<file path="config.mk">
export PLATFORM = sky130hd
export DESIGN_NAME = letterbox_nearest_scaler_unit_flat
export DESIGN_NICKNAME = d
export VERILOG_FILES = /design/src/hdl/lbs_pkg.sv /design/src/hdl/lbs_req_if.sv /design/src/hdl/lbs_rsp_if.sv /design/src/hdl/lbs_div_lane.sv /design/src/hdl/letterbox_nearest_scaler_unit.sv /design/src/flat_wrapper.sv
export VERILOG_INCLUDE_DIRS = /design/src /design/src/hdl
export SDC_FILE = /design/constraint.sdc
export NUM_CORES = 2
export LEC_CHECK = 0
export BUFFER_PORTS_ARGS = -buffer_cell sky130_fd_sc_hd__buf_2
export CORE_MARGIN = 1.5
export CORE_UTILIZATION = 50
export CTS_CLUSTER_SIZE = 30
export DETAILED_ROUTE_END_ITERATION = 7
export GPL_TIMING_DRIVEN = 1
export PLACE_DENSITY = 0.69
export SLEW_MARGIN = 5
export SYNTH_ARGS = -nofsm -noshare
export SYNTH_HDL_FRONTEND = slang
export SYNTH_SLANG_ARGS = --single-unit
</file>
<file path="constraint.sdc">
create_clock -name clock -period 12.3 [get_ports clock]
set_input_delay 2.46 -clock clock [delete_from_list [all_inputs] [get_ports clock]]
set_output_delay 2.46 -clock clock [all_outputs]
set_load 0.005 [all_outputs]
</file>
<file path="src/hdl/letterbox_nearest_scaler_unit_assert.svh">
// Assertion macros for the letterbox scaler.
// Both expect signals named clock and reset in the calling scope.
`ifndef LETTERBOX_NEAREST_SCALER_UNIT_ASSERT_SVH
`define LETTERBOX_NEAREST_SCALER_UNIT_ASSERT_SVH

// Same-cycle implication.
`define LBS_ASSERT_IMP(label, ante, cons) \
   label: assert property (@(posedge clock) disable iff (reset) (ante) |-> (cons)) \
      else $error("lbs: same-cycle check failed");

// Next-cycle implication.
`define LBS_ASSERT_NXT(label, ante, cons) \
   label: assert property (@(posedge clock) disable iff (reset) (ante) |=> (cons)) \
      else $error("lbs: next-cycle check failed");

`endif

</file>
<file path="src/hdl/lbs_pkg.sv">
package lbs_pkg;

   localparam int PixW        = 12;
   localparam int DimW        = 13;
   localparam int IdxW        = 24;
   localparam int ProdW       = PixW + DimW;
   localparam int QuoW        = DimW;
   localparam int QuoIdxW     = $clog2(QuoW);
   localparam int BitsPerStep = 2;
   localparam int DivStages   = (QuoW + BitsPerStep - 1) / BitsPerStep;
   // window check, product, divider steps, index multiply, output register
   localparam int NumStages   = DivStages + 4;
   localparam int StgMul      = 1;
   localparam int StgDiv0     = 2;
   localparam int StgQmul     = StgDiv0 + DivStages;
   localparam int StgOut      = NumStages - 1;
   localparam int MaxDim      = 4096;
   localparam int AddrW       = 5;
   localparam int DataW       = 32;

   localparam logic [DimW-1:0] PanelWidthRst  = 13'd640;
   localparam logic [DimW-1:0] PanelHeightRst = 13'd480;

   typedef enum logic [2:0] {
      CsrSrcWidth,
      CsrSrcHeight,
      CsrWinLeft,
      CsrWinTop,
      CsrWinWidth,
      CsrWinHeight,
      CsrPanelWidth,
      CsrPanelHeight
   } csr_index_type;

endpackage

</file>
<file path="src/hdl/lbs_req_if.sv">
interface lbs_req_if;
   logic                     valid;
   logic                     ready;
   logic [lbs_pkg::PixW-1:0] pix_x;
   logic [lbs_pkg::PixW-1:0] pix_y;

   modport source (output valid, output pix_x, output pix_y, input ready);
   modport sink (input valid, input pix_x, input pix_y, output ready);
endinterface

</file>
<file path="src/hdl/lbs_rsp_if.sv">
interface lbs_rsp_if;
   logic                     valid;
   logic                     ready;
   logic                     inside_res;
   logic [lbs_pkg::PixW-1:0] src_col;
   logic [lbs_pkg::PixW-1:0] src_row;
   logic [lbs_pkg::IdxW-1:0] src_index;

   modport source (output valid, output inside_res, output src_col, output src_row,
                   output src_index, input ready);
   modport sink (input valid, input inside_res, input src_col, input src_row,
                 input src_index, output ready);
endinterface

</file>
<file path="src/hdl/lbs_div_lane.sv">
module lbs_div_lane (
   input  logic                                clock,
   input  logic [lbs_pkg::DivStages-1:0]       adv,
   input  logic [lbs_pkg::ProdW-1:0]           dividend,
   input  logic [lbs_pkg::QuoW-1:0]            divisor,
   output logic [lbs_pkg::QuoW-1:0]            quotient
);

   logic [lbs_pkg::ProdW-1:0] rem_ff [lbs_pkg::DivStages];
   logic [lbs_pkg::ProdW-1:0] rem_in [lbs_pkg::DivStages];
   logic [lbs_pkg::QuoW-1:0]  quo_ff [lbs_pkg::DivStages];
   logic [lbs_pkg::QuoW-1:0]  quo_in [lbs_pkg::DivStages];

   // Restoring division, BitsPerStep quotient bits per stage, MSB first.
   // The quotient is known to fit QuoW bits whenever the result is used.
   always_comb begin
      logic [lbs_pkg::ProdW-1:0] r;
      logic [lbs_pkg::ProdW-1:0] dsh;
      logic [lbs_pkg::QuoW-1:0]  q;
      int                        k;
      for (int s = 0; s < lbs_pkg::DivStages; s++) begin
         if (s == 0) begin
            r = dividend;
            q = '0;
         end else begin
            r = rem_ff[s-1];
            q = quo_ff[s-1];
         end
         for (int t = 0; t < lbs_pkg::BitsPerStep; t++) begin
            k = lbs_pkg::QuoW - 1 - s * lbs_pkg::BitsPerStep - t;
            if (k >= 0) begin
               dsh = lbs_pkg::ProdW'(divisor) << k;
               if (r >= dsh) begin
                  r = r - dsh;
                  q[lbs_pkg::QuoIdxW'(k)] = 1'b1;
               end
            end
         end
         rem_in[s] = r;
         quo_in[s] = q;
      end
   end

   always_ff @(posedge clock) begin
      for (int s = 0; s < lbs_pkg::DivStages; s++) begin
         if (adv[s]) begin
            rem_ff[s] <= rem_in[s];
            quo_ff[s] <= quo_in[s];
         end
      end
   end

   assign quotient = quo_ff[lbs_pkg::DivStages-1];

endmodule

</file>
<file path="src/hdl/letterbox_nearest_scaler_unit.sv">
// Throughput: one pixel per cycle unless rsp_ch stalls; the pipeline fills and
// drains freely, and each of the two divider lanes resolves two quotient bits
// per stage. Backpressure stalls only as far back as the first empty stage.
// Reset (synchronous): pipeline emptied, registers to reset values
// (panel 640 x 480, all others zero).
`include "letterbox_nearest_scaler_unit_assert.svh"

module letterbox_nearest_scaler_unit #(
   parameter int MaxDim = lbs_pkg::MaxDim
) (
   input  logic                          clock,
   input  logic                          reset,
   lbs_req_if.sink                       req_ch,
   lbs_rsp_if.source                     rsp_ch,
   input  logic                          psel,
   input  logic                          penable,
   input  logic                          pwrite,
   input  logic [lbs_pkg::AddrW-1:0]     paddr,
   input  logic [lbs_pkg::DataW-1:0]     pwdata,
   output logic [lbs_pkg::DataW-1:0]     prdata,
   output logic                          pready
);

   localparam int Last = lbs_pkg::NumStages - 1;

   // ---------------- configuration registers ----------------
   logic [lbs_pkg::DimW-1:0] src_width_ff, src_width_in;
   logic [lbs_pkg::DimW-1:0] src_height_ff, src_height_in;
   logic [lbs_pkg::PixW-1:0] win_left_ff, win_left_in;
   logic [lbs_pkg::PixW-1:0] win_top_ff, win_top_in;
   logic [lbs_pkg::DimW-1:0] win_width_ff, win_width_in;
   logic [lbs_pkg::DimW-1:0] win_height_ff, win_height_in;
   logic [lbs_pkg::DimW-1:0] panel_width_ff, panel_width_in;
   logic [lbs_pkg::DimW-1:0] panel_height_ff, panel_height_in;

   logic                   csr_wr;
   lbs_pkg::csr_index_type csr_idx;

   assign pready  = 1'b1;
   assign csr_wr  = psel && penable && pwrite && pready;
   assign csr_idx = lbs_pkg::csr_index_type'(paddr[lbs_pkg::AddrW-1:2]);

   always_comb begin
      src_width_in    = src_width_ff;
      src_height_in   = src_height_ff;
      win_left_in     = win_left_ff;
      win_top_in      = win_top_ff;
      win_width_in    = win_width_ff;
      win_height_in   = win_height_ff;
      panel_width_in  = panel_width_ff;
      panel_height_in = panel_height_ff;
      if (csr_wr) begin
         case (csr_idx)
            lbs_pkg::CsrSrcWidth:    src_width_in    = pwdata[lbs_pkg::DimW-1:0];
            lbs_pkg::CsrSrcHeight:   src_height_in   = pwdata[lbs_pkg::DimW-1:0];
            lbs_pkg::CsrWinLeft:     win_left_in     = pwdata[lbs_pkg::PixW-1:0];
            lbs_pkg::CsrWinTop:      win_top_in      = pwdata[lbs_pkg::PixW-1:0];
            lbs_pkg::CsrWinWidth:    win_width_in    = pwdata[lbs_pkg::DimW-1:0];
            lbs_pkg::CsrWinHeight:   win_height_in   = pwdata[lbs_pkg::DimW-1:0];
            lbs_pkg::CsrPanelWidth:  panel_width_in  = pwdata[lbs_pkg::DimW-1:0];
            lbs_pkg::CsrPanelHeight: panel_height_in = pwdata[lbs_pkg::DimW-1:0];
            default: begin
            end
         endcase
      end
   end

   always_ff @(posedge clock) begin
      if (reset) begin
         src_width_ff    <= '0;
         src_height_ff   <= '0;
         win_left_ff     <= '0;
         win_top_ff      <= '0;
         win_width_ff    <= '0;
         win_height_ff   <= '0;
         panel_width_ff  <= lbs_pkg::PanelWidthRst;
         panel_height_ff <= lbs_pkg::PanelHeightRst;
      end else begin
         src_width_ff    <= src_width_in;
         src_height_ff   <= src_height_in;
         win_left_ff     <= win_left_in;
         win_top_ff      <= win_top_in;
         win_width_ff    <= win_width_in;
         win_height_ff   <= win_height_in;
         panel_width_ff  <= panel_width_in;
         panel_height_ff <= panel_height_in;
      end
   end

   always_comb begin
      case (csr_idx)
         lbs_pkg::CsrSrcWidth:    prdata = lbs_pkg::DataW'(src_width_ff);
         lbs_pkg::CsrSrcHeight:   prdata = lbs_pkg::DataW'(src_height_ff);
         lbs_pkg::CsrWinLeft:     prdata = lbs_pkg::DataW'(win_left_ff);
         lbs_pkg::CsrWinTop:      prdata = lbs_pkg::DataW'(win_top_ff);
         lbs_pkg::CsrWinWidth:    prdata = lbs_pkg::DataW'(win_width_ff);
         lbs_pkg::CsrWinHeight:   prdata = lbs_pkg::DataW'(win_height_ff);
         lbs_pkg::CsrPanelWidth:  prdata = lbs_pkg::DataW'(panel_width_ff);
         lbs_pkg::CsrPanelHeight: prdata = lbs_pkg::DataW'(panel_height_ff);
         default:                 prdata = '0;
      endcase
   end

   // ---------------- pipeline control ----------------
   logic [lbs_pkg::NumStages-1:0] v_ff;
   logic [lbs_pkg::NumStages-1:0] v_in;
   logic [lbs_pkg::NumStages-1:0] en;
   logic                          ins_ff [lbs_pkg::NumStages];
   logic                          ins_in [lbs_pkg::NumStages];

   // A stage loads when it is empty or its contents move on.
   always_comb begin
      en[Last] = !v_ff[Last] || rsp_ch.ready;
      for (int k = Last - 1; k >= 0; k--) begin
         en[k] = !v_ff[k] || en[k+1];
      end
      v_in[0] = req_ch.valid;
      for (int k = 1; k < lbs_pkg::NumStages; k++) begin
         v_in[k] = v_ff[k-1];
      end
   end

   always_ff @(posedge clock) begin
      if (reset) begin
         v_ff <= '0;
      end else begin
         for (int k = 0; k < lbs_pkg::NumStages; k++) begin
            if (en[k]) begin
               v_ff[k] <= v_in[k];
            end
         end
      end
   end

   assign req_ch.ready = en[0];

   // ---------------- stage 0: window test ----------------
   logic                     cfg_ok;
   logic                     win_hit;
   logic [lbs_pkg::PixW-1:0] i_ff, i_in;
   logic [lbs_pkg::PixW-1:0] j_ff, j_in;

   assign cfg_ok = src_width_ff != '0 && src_height_ff != '0 &&
                   win_width_ff != '0 && win_height_ff != '0 &&
                   lbs_pkg::DimW'(win_left_ff) < panel_width_ff &&
                   lbs_pkg::DimW'(win_top_ff) < panel_height_ff;

   assign i_in = req_ch.pix_x - win_left_ff;
   assign j_in = req_ch.pix_y - win_top_ff;

   // Clipping to the panel reduces to comparing the pixel against the panel edge.
   assign win_hit = cfg_ok &&
                    req_ch.pix_x >= win_left_ff && req_ch.pix_y >= win_top_ff &&
                    lbs_pkg::DimW'(req_ch.pix_x) < panel_width_ff &&
                    lbs_pkg::DimW'(req_ch.pix_y) < panel_height_ff &&
                    lbs_pkg::DimW'(i_in) < win_width_ff &&
                    lbs_pkg::DimW'(j_in) < win_height_ff &&
                    int'(i_in) < MaxDim;

   // ---------------- stage 1: scale products ----------------
   logic [lbs_pkg::ProdW-1:0] pcol_ff, pcol_in;
   logic [lbs_pkg::ProdW-1:0] prow_ff, prow_in;

   assign pcol_in = lbs_pkg::ProdW'(i_ff) * lbs_pkg::ProdW'(src_width_ff);
   assign prow_in = lbs_pkg::ProdW'(j_ff) * lbs_pkg::ProdW'(src_height_ff);

   // ---------------- divider stages ----------------
   logic [lbs_pkg::QuoW-1:0] q_col;
   logic [lbs_pkg::QuoW-1:0] q_row;

   lbs_div_lane u_div_col (
      .clock    (clock),
      .adv      (en[lbs_pkg::StgQmul-1:lbs_pkg::StgDiv0]),
      .dividend (pcol_ff),
      .divisor  (win_width_ff),
      .quotient (q_col)
   );

   lbs_div_lane u_div_row (
      .clock    (clock),
      .adv      (en[lbs_pkg::StgQmul-1:lbs_pkg::StgDiv0]),
      .dividend (prow_ff),
      .divisor  (win_height_ff),
      .quotient (q_row)
   );

   // ---------------- index multiply ----------------
   logic [2*lbs_pkg::DimW-1:0] qmul;
   logic [lbs_pkg::IdxW-1:0]   mult_ff, mult_in;
   logic [lbs_pkg::QuoW-1:0]   col_q_ff;
   logic [lbs_pkg::QuoW-1:0]   row_q_ff;

   assign qmul    = (2 * lbs_pkg::DimW)'(q_row) * (2 * lbs_pkg::DimW)'(src_width_ff);
   assign mult_in = qmul[lbs_pkg::IdxW-1:0];

   // ---------------- output register ----------------
   logic [lbs_pkg::PixW-1:0] col_ff, col_in;
   logic [lbs_pkg::PixW-1:0] row_ff, row_in;
   logic [lbs_pkg::IdxW-1:0] index_ff, index_in;
   logic [lbs_pkg::IdxW-1:0] index_sum;

   assign index_sum = mult_ff + lbs_pkg::IdxW'(col_q_ff);

   // Black bar pixels report zero coordinates.
   assign col_in   = ins_ff[Last-1] ? col_q_ff[lbs_pkg::PixW-1:0] : '0;
   assign row_in   = ins_ff[Last-1] ? row_q_ff[lbs_pkg::PixW-1:0] : '0;
   assign index_in = ins_ff[Last-1] ? index_sum : '0;

   always_comb begin
      ins_in[0] = win_hit;
      for (int k = 1; k < lbs_pkg::NumStages; k++) begin
         ins_in[k] = ins_ff[k-1];
      end
   end

   always_ff @(posedge clock) begin
      for (int k = 0; k < lbs_pkg::NumStages; k++) begin
         if (en[k]) begin
            ins_ff[k] <= ins_in[k];
         end
      end
      if (en[0]) begin
         i_ff <= i_in;
         j_ff <= j_in;
      end
      if (en[lbs_pkg::StgMul]) begin
         pcol_ff <= pcol_in;
         prow_ff <= prow_in;
      end
      if (en[lbs_pkg::StgQmul]) begin
         mult_ff  <= mult_in;
         col_q_ff <= q_col;
         row_q_ff <= q_row;
      end
      if (en[lbs_pkg::StgOut]) begin
         col_ff   <= col_in;
         row_ff   <= row_in;
         index_ff <= index_in;
      end
   end

   assign rsp_ch.valid      = v_ff[Last];
   assign rsp_ch.inside_res = ins_ff[Last];
   assign rsp_ch.src_col    = col_ff;
   assign rsp_ch.src_row    = row_ff;
   assign rsp_ch.src_index  = index_ff;

   // ---------------- checks ----------------
   `LBS_ASSERT_NXT(a_accept_fills, req_ch.valid && req_ch.ready, v_ff[0])
   `LBS_ASSERT_IMP(a_stall_full, !req_ch.ready, v_ff == '1)
   `LBS_ASSERT_IMP(a_col_range, rsp_ch.valid && rsp_ch.inside_res,
                   lbs_pkg::DimW'(rsp_ch.src_col) < src_width_ff)
   `LBS_ASSERT_IMP(a_black_zero, rsp_ch.valid && !rsp_ch.inside_res,
                   rsp_ch.src_index == '0 && rsp_ch.src_col == '0 && rsp_ch.src_row == '0)

endmodule

</file>
<file path="src/flat_wrapper.sv">
// flat-port wrapper written by rule: the top's interface ports become plain ports
module letterbox_nearest_scaler_unit_flat 
#(
   parameter int MaxDim = lbs_pkg::MaxDim
)
  (clock, reset, psel, penable, pwrite, paddr, pwdata, prdata, pready, req_ch_valid, req_ch_pix_x, req_ch_pix_y, req_ch_ready, rsp_ch_valid, rsp_ch_inside_res, rsp_ch_src_col, rsp_ch_src_row, rsp_ch_src_index, rsp_ch_ready);
  lbs_req_if req_ch_i ();
  lbs_rsp_if rsp_ch_i ();
  input  logic clock;
  input  logic reset;
  input  logic psel;
  input  logic penable;
  input  logic pwrite;
  input  logic [lbs_pkg::AddrW-1:0] paddr;
  input  logic [lbs_pkg::DataW-1:0] pwdata;
  output logic [lbs_pkg::DataW-1:0] prdata;
  output logic pready;
  input wire logic [$bits(req_ch_i.valid)-1:0] req_ch_valid;
  input wire logic [$bits(req_ch_i.pix_x)-1:0] req_ch_pix_x;
  input wire logic [$bits(req_ch_i.pix_y)-1:0] req_ch_pix_y;
  output wire logic [$bits(req_ch_i.ready)-1:0] req_ch_ready;
  output wire logic [$bits(rsp_ch_i.valid)-1:0] rsp_ch_valid;
  output wire logic [$bits(rsp_ch_i.inside_res)-1:0] rsp_ch_inside_res;
  output wire logic [$bits(rsp_ch_i.src_col)-1:0] rsp_ch_src_col;
  output wire logic [$bits(rsp_ch_i.src_row)-1:0] rsp_ch_src_row;
  output wire logic [$bits(rsp_ch_i.src_index)-1:0] rsp_ch_src_index;
  input wire logic [$bits(rsp_ch_i.ready)-1:0] rsp_ch_ready;
  assign req_ch_i.valid = req_ch_valid;
  assign req_ch_i.pix_x = req_ch_pix_x;
  assign req_ch_i.pix_y = req_ch_pix_y;
  assign req_ch_ready = req_ch_i.ready;
  assign rsp_ch_valid = rsp_ch_i.valid;
  assign rsp_ch_inside_res = rsp_ch_i.inside_res;
  assign rsp_ch_src_col = rsp_ch_i.src_col;
  assign rsp_ch_src_row = rsp_ch_i.src_row;
  assign rsp_ch_src_index = rsp_ch_i.src_index;
  assign rsp_ch_i.ready = rsp_ch_ready;
  letterbox_nearest_scaler_unit #(.MaxDim(MaxDim)) u_core (.clock(clock), .reset(reset), .req_ch(req_ch_i), .rsp_ch(rsp_ch_i), .psel(psel), .penable(penable), .pwrite(pwrite), .paddr(paddr), .pwdata(pwdata), .prdata(prdata), .pready(pready));
endmodule
</file>
Word level (Yosys, flattened, before mapping)
Memories as Yosys holds them, arrays and structs flattened. A register that Yosys moved wholly into a read port is not among the register bits.
Cells that the tools add are included.
- add/sub/neg operators: 29
- reductions and logical operators: 48
- magnitude comparators: 34
- multiplexer cells: 65
- equal/unequal tests: 7
- multipliers: 3
- operators by type and width (operator ; number):
    2-to-1 mux 25 bit ; 26
    one-hot mux 32 bit (8 select lines) ; 1
    < comparator 12 x 13 -> 1 bit ; 6
    nonzero test 13 bit ; 4
    >= comparator 25 x 13 -> 1 bit ; 2
    >= comparator 25 x 14 -> 1 bit ; 2
    >= comparator 25 x 15 -> 1 bit ; 2
    >= comparator 25 x 16 -> 1 bit ; 2
    >= comparator 25 x 17 -> 1 bit ; 2
    >= comparator 25 x 18 -> 1 bit ; 2
    >= comparator 25 x 19 -> 1 bit ; 2
    >= comparator 25 x 20 -> 1 bit ; 2
    >= comparator 25 x 21 -> 1 bit ; 2
    >= comparator 25 x 22 -> 1 bit ; 2
    >= comparator 25 x 23 -> 1 bit ; 2
    >= comparator 25 x 24 -> 1 bit ; 2
    >= comparator 25 bit ; 2
    multiplier 12 x 13 -> 25 bit ; 2
    subtractor 25 x 13 -> 25 bit ; 2
    subtractor 25 x 14 -> 25 bit ; 2
    subtractor 25 x 15 -> 25 bit ; 2
    subtractor 25 x 16 -> 25 bit ; 2
    subtractor 25 x 17 -> 25 bit ; 2
    subtractor 25 x 18 -> 25 bit ; 2
    20 further kinds ; 109
- memories: 5
- output and inout bits: 84
- flip-flop bits (word level): 271
- input bits: 68
- bits in writable memories: 543
- logic and storage cells: 219
- memory list (name ; words ; width ; read ports ; clocked after Yosys merged registers in ; wr ports ; line ; text):
    u_core.u_div_col.rem_ff ; 7 ; 25 ; 6 ; 0 ; 7 ; lbs_div_lane.sv:9 ; logic [lbs_pkg::ProdW-1:0] rem_ff [lbs_pkg::DivStages];
    u_core.u_div_row.rem_ff ; 7 ; 25 ; 6 ; 0 ; 7 ; lbs_div_lane.sv:9 ;
    u_core.u_div_col.quo_ff ; 7 ; 13 ; 7 ; 1 ; 7 ; lbs_div_lane.sv:11 ; logic [lbs_pkg::QuoW-1:0] quo_ff [lbs_pkg::DivStages];
    u_core.u_div_row.quo_ff ; 7 ; 13 ; 7 ; 0 ; 7 ; lbs_div_lane.sv:11 ;
    u_core.ins_ff ; 11 ; 1 ; 11 ; 0 ; 11 ; letterbox_nearest_scaler_unit.sv:108 ; logic ins_ff [lbs_pkg::NumStages];

Logic depth before layout (Yosys ltp)
- word-level depth: 14
- mapped depth: 28
- mapped depth without buffers: 25

Cells and area by module
Synthesis repeated with hierarchy kept, for this count alone.
- cells, all modules: 6679
- area total of the unflattened synthesis: 62168.4 um^2
- by module, submodules not included (module ; times used ; seq. area each (um^2) ; cells an instance ; area each (um^2)):
    letterbox_nearest_scaler_unit ; 1 ; 7727.4 ; 3168 ; 29565.9
    lbs_div_lane (u_core.u_div_row) ; 1 ; 5225.0 ; 1757 ; 16428.3
    lbs_div_lane (u_core.u_div_col) ; 1 ; 5225.0 ; 1754 ; 16174.3

Worst setup path before layout
No wires, ideal clock.
- kind: input -> output
- start: input rsp_ch_ready
- end: output req_ch_ready
- buffers on the path: 0
- arrival: 7.921 ns
- stages: 7
- setup slack: 1.919 ns
- cells stage by stage: nor2b_1 -> and3_1 -> and2_1 -> nand3_1 -> nor2_1 -> nand4_1 -> or2_2
- word-level cells in the longest chain between the ends: 11
- RTL lines (item ; line ; text):
    from (decl) ; flat_wrapper.sv:27 ; input wire logic [$bits(rsp_ch_i.ready)-1:0] rsp_ch_ready;
    logical OR 1 bit ; letterbox_nearest_scaler_unit.sv:113 ; en[Last] = !v_ff[Last] || rsp_ch.ready;
    logical OR 1 bit (5 in series) ; letterbox_nearest_scaler_unit.sv:115 ; en[k] = !v_ff[k] || en[k+1];
    named net u_core.en, one bit ; letterbox_nearest_scaler_unit.sv:107 ; logic [lbs_pkg::NumStages-1:0] en;
    logical OR 1 bit (4 in series) ; letterbox_nearest_scaler_unit.sv:115 ;
    named net u_core.en, one bit ; letterbox_nearest_scaler_unit.sv:107 ;
    logical OR 1 bit ; letterbox_nearest_scaler_unit.sv:115 ;
    to (decl) ; flat_wrapper.sv:21 ; output wire logic [$bits(req_ch_i.ready)-1:0] req_ch_ready;
The timed path passes the listed nets, and every way through them passes these cells.

Worst setup path in the final report
Same ends and word-level chain as after synthesis.

==> results.md <==
- Hold path startpoint: u_core.ins_ff[5]
- Row cnt: 125
- Arr. time, crit path: 5.46 ns
- Worst hold stages: 0
- Inst Count DP: 7855
- Buffer type at the clock tree root: clkbuf_16
- Clk slew on worst S/H paths: 0.06 ns
- Category of the most critical setup path: input port to primary output
- Area of the die: 120000 µm²
- Critical register-to-register path startpoint: u_core.win_width_ff[1]
- Capture point of the worst reg-to-reg path: u_core.u_div_col.rem_ff[1][18]
- Number of synthesis warnings: 0
- Non-filler instance count after layout: 7994
- Endpoints failing setup: 0
- Path depth of the worst reg2reg path: 23
- Postcts setup bufs: 0
- Critical Path Source Type: input port
- Via count of the first global-routing pass: 45031
- Remaining DRCs: 0
- Sequential area share after synthesis: 30.0%
- Slew at the pin with the worst max-slew slack: 1.19 ns
- RSZ-0062 raised after global routing: false
- Pin count of the biggest net entering global routing: 66
- Leading cell type in the layout, fill and taps excluded: nand2_1
- Clk buf depth: 3
- Number of antenna violations at the first check in global routing: 3
- FILL cells: 10279
- Total clock sinks: 625
- Chip width: 346 µm
- Slew Viols, Final: 0
- Synthesized netlist cell count: 6363
- Commonest non-fill, non-tap cells in the layout: 740 x nand2_1, 669 x inv_1, 634 x ha_1, 512 x edfxtp_1, 397 x a21oi_1
- Post-detailed-placement half-perimeter wirelength: 112000 µm
- Number of DRC markers after the initial detailed-route iteration: 2803
- Post-route clock skew: 0.0226 ns
- Max Clk Rate: 126 MHz
- Share of the clock period used by the worst path after layout: 64.4%
- Post-cts repair resize count: 0
- Final weighted congestion in routability-driven placement: 0.921
- Classification of the worst-slack hold path: flop to flop
- Power density cells: 216 nW/µm²
- Port buffer count: 102
- Detailed-route via count: 46234
- Vias per Instance: 5.78
- Critical path peak fanout: 53
- Setup slack of the worst register-to-register path: 4.54 ns
- Count of flip-flops with a built-in enable after synthesis: 512
- Remaining max-slew budget at the tightest pin: 18.4%
- Required @ worst endpoint: 9.84 ns
- Remaining antenna violation count after routing: 0
- Syn Std Cell Area: 58800 µm²
- Die outline height: 346 µm
- Setup crit end kind: primary output
- Count of boundary I/O pins: 152
- Placement-stage worst setup slack: 4.40 ns
- Layout cell share with drive strength beyond 1: 7.10%
- Count of final hold-check violations: 0
- Worst path setup slack after routing: 4.38 ns
- Latest clock arrival within the worst-skew pair: 0.67 ns
- Core Region: 117000 µm²
- Detailed-router iteration count before antenna repair: 6
- TritonCTS clock tree: done
- Residual overflow from global routing: 0
- Endpoint of the worst hold path: u_core.ins_ff[6]
- Static Leak: 27.8 nW
- Number of nets in the layout: 7424
- Final period demand of the worst path: 7.92 ns
- Instance area at placement: 60900 µm²
- H-Tree Depth: 3
- Number of distinct library cells after synthesis: 93
- Starting Density: 50.5%
- Number of buffers inserted during clock tree synthesis: 75
- Wire length per cell after detailed routing: 18.3 µm
- First-pass GRT wire length: 235000 µm
- Relative area change from synthesis to final layout: 8.00%
- Result of the run: completed
- Synth Register Bits: 625
- Peak supply drop: 0.164 mV
- Overall Global Routing Usage: 24.1%
- Non-Filler Cell Area, Final: 63500 µm²
- Number of maximum-capacitance constraint violations: 0
- Async SR Flop Fraction: 0%
- Avg Synthesized Cell Area: 9.25 µm²
- Setup TNS: 0 ns
- Hold buffer count at cts: 0
- Prevailing post-synth register cell: edfxtp_1
- WL final: 146000 µm
-- worst max-delay path, stage by stage --
cell	delay, ns
buf_2	0.09
nor2b_1	0.32
and3_1	0.27
and2_1	0.40
nand3_2	0.14
nor2_1	0.40
nand4_1	0.15
buf_4	0.36
or2_2	0.37
buf_4	0.28
buf_2	0.19
-- power breakdown --
group	internal (mW)	total [mW]	switching, mW
Sequential	3.06	3.41	0.350
Combinational	3.55	7.97	4.42
Clock	1.38	2.34	0.957
-- Yosys cell counts (16+ instances only) --
cell type / count / area (µm²)
nor3_1: 95 / 475
o21ai_0: 287 / 1440
a21boi_0: 43 / 323
mux2_2: 107 / 1200
nand4_1: 81 / 507
xnor2_1: 241 / 2110
nor2_1: 384 / 1440
a221oi_1: 26 / 228
nand3_1: 81 / 405
o31ai_1: 43 / 323
or3_1: 45 / 282
clkbuf_1: 171 / 642
o21a_1: 78 / 586
ha_1: 634 / 7930
a211o_1: 18 / 158
a21o_1: 169 / 1270
o21bai_1: 30 / 225
or4_1: 19 / 143
a31oi_1: 34 / 213
fa_1: 314 / 6290
and4_1: 17 / 149
o211ai_1: 18 / 135
and2_1: 227 / 1420
dfxtp_1: 113 / 2260
buf_1: 16 / 60.1
nor4_1: 60 / 375
xor2_1: 115 / 1010
buf_4: 30 / 225
nand2_1: 743 / 2790
inv_1: 672 / 2520
mux2i_1: 77 / 771
or2_2: 29 / 181
edfxtp_1: 512 / 15400
a21oi_1: 397 / 1990
a211oi_1: 40 / 300
and3_1: 44 / 275
nor2b_1: 61 / 382
nand2b_1: 51 / 319
-- worst max-delay path by stage --
stage | start | to
global route | u_core.win_height_ff[1] | u_core.u_div_row.rem_ff[2][19]
floorplan | rsp_ch_ready | req_ch_ready
CTS | rsp_ch_ready | req_ch_ready
finish | rsp_ch_ready | req_ch_ready
detailed placement | rsp_ch_ready | req_ch_ready
global placement | rsp_ch_ready | req_ch_ready
-- metal layers --
layer  global-route usage (%)  routed length, µm  vias up
met1                     31.7              64000    22234
met4                     8.36               5240        0
met3                     2.89               7790      288
met5                        0                  0        -
met2                     41.0              69200     1353
li1                         -                  -    22359
-- sequential cells by signal, summed over array words and instances, names as in the netlist, 23 cells and up --
signal                   count
u_core.rsp_ch.src_index     24
u_core.u_div_col.rem_ff    150
u_core.u_div_row.rem_ff    150
u_core.u_div_col.quo_ff     24
u_core.u_div_row.quo_ff     24
u_core.mult_ff              23
u_core.prow_ff              25
u_core.pcol_ff              25
-- stage by stage --
stage,utilization [%],power (mW),hold WS [ns]
4_1_cts,54.5,13.7,0.408
2_1_floorplan,-,9.73,0.400
5_1_grt,54.5,14.8,0.412
3_3_place_gp,52.3,11.1,0.400
6_report,54.5,13.7,0.412
3_5_place_dp,52.3,11.3,0.405
-- logic make-up after synthesis --
family / after synthesis / synth area share (%)
other: 2 / 0.0128
adder cells (fa/ha/maj): 948 / 24.2
flip-flops: 625 / 30.0
XOR/XNOR: 356 / 5.30
AO/OA/AOI/OAI: 1341 / 14.6
AND/OR/NAND/NOR: 2005 / 16.6
buffers and inverters: 899 / 5.94
multiplexers: 187 / 3.45
-- layout make-up --
class,count,area (µm²),area share (%)
Antenna cell,4,10.0,0.0158
Clock buffer,89,1980,3.12
Clock inverter,46,634,0.998
Inverter,674,2530,3.98
Multi-Input combinational cell,4865,37800,59.6
Sequential cell,625,17600,27.8
Tap cell,1524,1910,3.00
Timing Repair Buffer,167,1000,1.58
Power figures use the tool's default switching activity.
